## src/rtl/core/mgt_ram.sv

```systemverilog
module mgt_ram #(
  parameter int WIDTH = 8,
  parameter int DEPTH = 16
) (
  input  logic                     clk,
  input  logic                     we,
  input  logic [$clog2(DEPTH)-1:0] waddr,
  input  logic [WIDTH-1:0]         wdata,
  input  logic                     re,
  input  logic [$clog2(DEPTH)-1:0] raddr,
  output logic [WIDTH-1:0]         rdata
);

  logic [WIDTH-1:0] mem [DEPTH];

  always_ff @(posedge clk) begin
    if (we) begin
      mem[waddr] <= wdata;
    end
    if (re) begin
      rdata <= mem[raddr];
    end
  end

endmodule

```

## config.mk

```make
export PLATFORM = sky130hd
export DESIGN_NAME = mgt_ram
export DESIGN_NICKNAME = d
export VERILOG_FILES = /design/src/rtl/core/mgt_ram.sv
export SDC_FILE = /design/constraint.sdc
export NUM_CORES = 1
export LEC_CHECK = 0
export BUFFER_PORTS_ARGS = -buffer_cell sky130_fd_sc_hd__buf_2
export CORE_MARGIN = 1
export CORE_UTILIZATION = 50
export CTS_CLUSTER_SIZE = 40
export DETAILED_ROUTE_END_ITERATION = 6
export PLACE_DENSITY_LB_ADDON = 0.1
export SYNTH_ARGS = -nofsm -noshare
export SYNTH_HDL_FRONTEND = slang
export SYNTH_SLANG_ARGS = --single-unit
export TNS_END_PERCENT = 10
```

## constraint.sdc

```tcl
create_clock -name clk -period 2.1 [get_ports clk]
set_input_delay 0.315 -clock clk [delete_from_list [all_inputs] [get_ports clk]]
set_output_delay 0.315 -clock clk [all_outputs]
set_load 0.05 [all_outputs]
```

* After elaboration in Yosys (flattened, before gate mapping)
Memory sizes are Yosys's and may differ from the RTL's. A register that Yosys moved wholly into a read port is not among the register bits. Cells that the tools add are included.
Storage, ports and cells: bits of input ports 19, word-level logic and storage cells 3, register bits after elaboration 0, output and inout bits 8, memories kept 1, memory bits (writable) 128
Memory list:
- mem | depth 16, width 8, rd ports 1, clocked after memory_dff 1, wr ports 1, RTL line 14 | logic [WIDTH-1:0] mem [DEPTH];
Cells by class: multiplexer cells 2
Operators with widths (number):
- $mux 1 | 2

* Logic depth before layout (Yosys ltp)
depth in word-level cells 2, gate-level depth with buffers 5, depth with buffers taken out 3

* Least setup slack after synthesis
Ideal clock, no wire load.
path kind input to register, start point in waddr[2], end point mem mem[0][0] (enable), cell stages on the path 2, arrival time 1.425 ns, library setup time 0.383 ns, buffers on the path 0, setup slack 0.292 ns, data required time 1.717 ns, path through or3b_2 > nor3_1
RTL lines:
- from (decl) | RTL line 7 | input logic [$clog2(DEPTH)-1:0] waddr,
- to (decl) | RTL line 14
Straight into the memory's write port.

* Final worst setup path
start point reg rdata[6], read port of mem, end point out rdata[6]
RTL lines:
- from (decl) | RTL line 11 | output logic [WIDTH-1:0] rdata
No word-level cell between the ends.

==> summary.md <==
| Metric | Value |
|---|---|
| Number of cell rows | 36 |
| PostCTS Resize Cnt | 0 |
| Part of the power in registers | 0.510 |
| Total wire length after detailed routing | 9160 µm |
| Worst max-slew margin expressed relative to the limit | 0.747 |
| RSZ-0062 raised after global routing | no |
| Initial antenna violation count | 0 |
| Clock share of power | 0.436 |
| Max rail drop VDD | 0.679 mV |
| Total of buffers placed on input and output ports | 26 |
| Cell types occupying the most area after synthesis | sky130_fd_sc_hd__edfxtp_1 (78%), sky130_fd_sc_hd__mux4_2 (7.8%), sky130_fd_sc_hd__mux4_1 (7.0%) |
| Crit. End Element | output port |
| Congestion Overflow GR | 0 |
| Required time at the endpoint of the critical path | 1780 ps |
| Number of primary I/O pins | 27 |
| Net load switching power | 0.00119 W |
| Post-CTS Setup Bufs | 0 |
| Number of buffers and inverters on the critical path | 1 |
| Post-route fraction of the period consumed by the critical path | 0.712 |
| Number of instances in the synthesized netlist | 229 |
| Avg Synthesized Cell Area | 22.8 µm² |
| GRT Resource Usage Total | 0.189 |
| Reg2Reg Capture Point | rdata[0] |
| Area enclosed by the die boundary | 10900 µm² |
| Internal portion of total power | 0.00484 W |
| Placed Instance Area | 5640 µm² |
| Count of final hold-check violations | 0 |
| Min-Delay Endpoint | rdata[0] |
| Synthesized Nets | 248 |
| Cell-by-cell listing of the critical path | buf_2 |
| Design Area, Final | 6170 µm² |
| Post-route minimum period | 1490 ps |
| Yosys synthesis warning count | 0 |
| Effective utilization at floorplan | 0.525 |
| Critical setup path kind | reg -> out |
| Leak | 2.10 nW |
| Clock slew at reported path FFs | 60 ps |
| Arrival time at the worst endpoint | 1180 ps |
| Clock insertion delay at the later pin of the skew report | 510 ps |
| Number of synthesized register bits | 136 |
| Vias | 2433 |
| Layout filler cell count | 719 |
| Total Neg Setup Slack | 0 ps |
| Max Clk Rate | 0.669 GHz |
| Number of buffers on the longest clock path | 2 |
| Transition at the pin with the smallest max-transition slack | 380 ps |
| Number of cells traversed by the worst hold path | 1 |
| Biggest cell delay along the critical path | 380 ps |
| Min-delay worst type | in -> reg |
| Depth of the worst register-to-register path | 3 |
| Origin of the worst min-delay path | re |
| Final weighted congestion in routability-driven placement | 0.696 |
| Wire length of the first global-routing pass | 14500 µm |
| Half-perimeter wire length of the detailed placement result | 6110 µm |
| DRT antenna net count | 0 |
| # Max-Cap Violations | 0 |
| Fraction of final layout cells sized beyond drive strength 1 | 0.304 |
| Die width | 104 µm |
| Reg2reg start | mem[5][0] |
| Largest net degree at the start of global routing | 20 |
| Count of hold-fix buffers inserted at cts | 0 |
| Critical path fanouts, max | 1 |
| Cell chosen for the clock root | sky130_fd_sc_hd__clkbuf_8 |
| Via density per instance | 5.63 |
| Clock Sink Count | 136 |
| Syn Std Cell Area | 5230 µm² |
| Count of final max-slew check failures | 0 |
| Register-to-register path setup slack | 630 ps |
| Layout Nets | 305 |
| DR DRC count | 0 |
| Worst path top cell family by delay | flip-flops |
| Post-synthesis cell type with the largest combined area | sky130_fd_sc_hd__edfxtp_1 |
| Die Height | 104 µm |
| Seq/Total Area, Yosys | 0.781 |
| Number of detailed-routing iterations run before antenna repair | 4 |
| Vias in the first global route | 2511 |
| Ant. Diodes | 0 |
| Final Skew | 5.73 ps |
| Crit path launch type | flop |
| Area delta synth->final | 18.1% |
| Number of clock buffers inserted by TritonCTS | 17 |
| Final setup fails | 0 |
| PwrDens | 977 nW/µm² |
| Core box area | 9950 µm² |
| Count of different cell masters after synthesis | 18 |
| Clock tree from TritonCTS | done |
| CP max stage cell | sky130_fd_sc_hd__edfxtp_1 |
| Combinational cell fraction of total power | 0.054 |
| Mean routed wirelength per cell | 21.2 µm |
| Total number of H-tree levels | 4 |
| First DRT Iteration DRCs | 125 |
| Status | finished clean |
| Switching fraction of total power | 0.198 |
| Yosys top cell area share | 0.781 |
==> area by class of cell <==
type / instances / area, µm² / share of cell area
clock buffer: 19 / 422 / 0.0683
timing repair buffer: 48 / 333 / 0.0539
sequential: 136 / 4080 / 0.662
tap: 133 / 166 / 0.0270
multi-input combinational: 83 / 1060 / 0.171
clock inverter: 13 / 111 / 0.0180
==> power groups by stage <==
stage               sequential [W]  clock, W  combinational (W)
CTS                        0.00308   0.00268           0.000331
floorplan                  0.00317         0           0.000154
detailed placement         0.00313         0           0.000331
global placement           0.00313         0           0.000325
finish                     0.00308   0.00263           0.000324
global route               0.00308   0.00279           0.000351
==> how the worst max path moves through the flow <==
stage,from,endpoint,slack (ps),depth (start not counted)
global route,rdata[6],rdata[6],560,1
global placement,raddr[0],rdata[0],260,5
CTS,rdata[6],rdata[6],580,1
finish,rdata[6],rdata[6],610,1
detailed placement,raddr[0],rdata[0],240,5
floorplan,waddr[2],mem[0][0],290,2
==> state kept, by name, summed over array words and instances, names as in the netlist <==
name and count:
mem 128, rdata 8
==> cells in the mapped netlist <==
cell type,instances
sky130_fd_sc_hd__a22oi_1,16
sky130_fd_sc_hd__and2_1,1
sky130_fd_sc_hd__and2b_1,1
sky130_fd_sc_hd__buf_2,3
sky130_fd_sc_hd__buf_4,1
sky130_fd_sc_hd__buf_6,3
sky130_fd_sc_hd__clkdlybuf4s25_2,3
sky130_fd_sc_hd__edfxtp_1,136
sky130_fd_sc_hd__mux4_1,14
sky130_fd_sc_hd__mux4_2,18
sky130_fd_sc_hd__nand2_1,9
sky130_fd_sc_hd__nand2b_1,2
sky130_fd_sc_hd__nand3_1,1
sky130_fd_sc_hd__nand3b_1,2
sky130_fd_sc_hd__nor2_1,13
sky130_fd_sc_hd__nor2b_1,1
sky130_fd_sc_hd__nor3_1,4
sky130_fd_sc_hd__or3b_2,1
==> cell families (layout without fill, tap and decap cells) <==
kind of cell | count (synthesis) | in the layout | synth area share
AOI/OAI and AO/OA | 16 | 16 | 0.0230
DFF | 136 | 136 | 0.781
muxes | 32 | 32 | 0.148
and+or+nand+nor | 35 | 35 | 0.0314
buffers and inverters | 10 | 80 | 0.0165
==> routing by layer <==
metal | up-vias | wire length (µm) | GRT usage
met4 | 0 | 115 | 0.0673
met1 | 1271 | 4270 | 0.259
met5 | - | 0 | 0
met3 | 13 | 317 | 0.0551
met2 | 49 | 4460 | 0.292
li1 | 1100 | - | -
==> placed cells by master, fill, tap and decap left out, drive strengths merged <==
cell / synthesis / layout
bufinv: 0 / 2
nand2b: 2 / 2
nor2: 13 / 13
clkbuf: 0 / 19
and2b: 1 / 1
edfxtp: 136 / 136
nand3: 1 / 1
a22oi: 16 / 16
buf: 7 / 48
nor2b: 1 / 1
nand2: 9 / 9
nor3: 4 / 4
and2: 1 / 1
mux4: 32 / 32
clkinv: 0 / 11
nand3b: 2 / 2
or3b: 1 / 1
==> stage by stage <==
step | hold WS, ps | utilization | power, W | setup slack [ps] | cells
after floorplan | 414 | - | 0.00333 | 292 | 229
after global placement | 698 | 0.567 | 0.00345 | 262 | 400
after detailed placement | 700 | 0.567 | 0.00346 | 242 | 400
after CTS | 158 | 0.620 | 0.00609 | 583 | 432
after global routing | 158 | 0.620 | 0.00622 | 556 | 432
final | 173 | 0.620 | 0.00603 | 606 | 432
(Power assumes the default switching activity.)
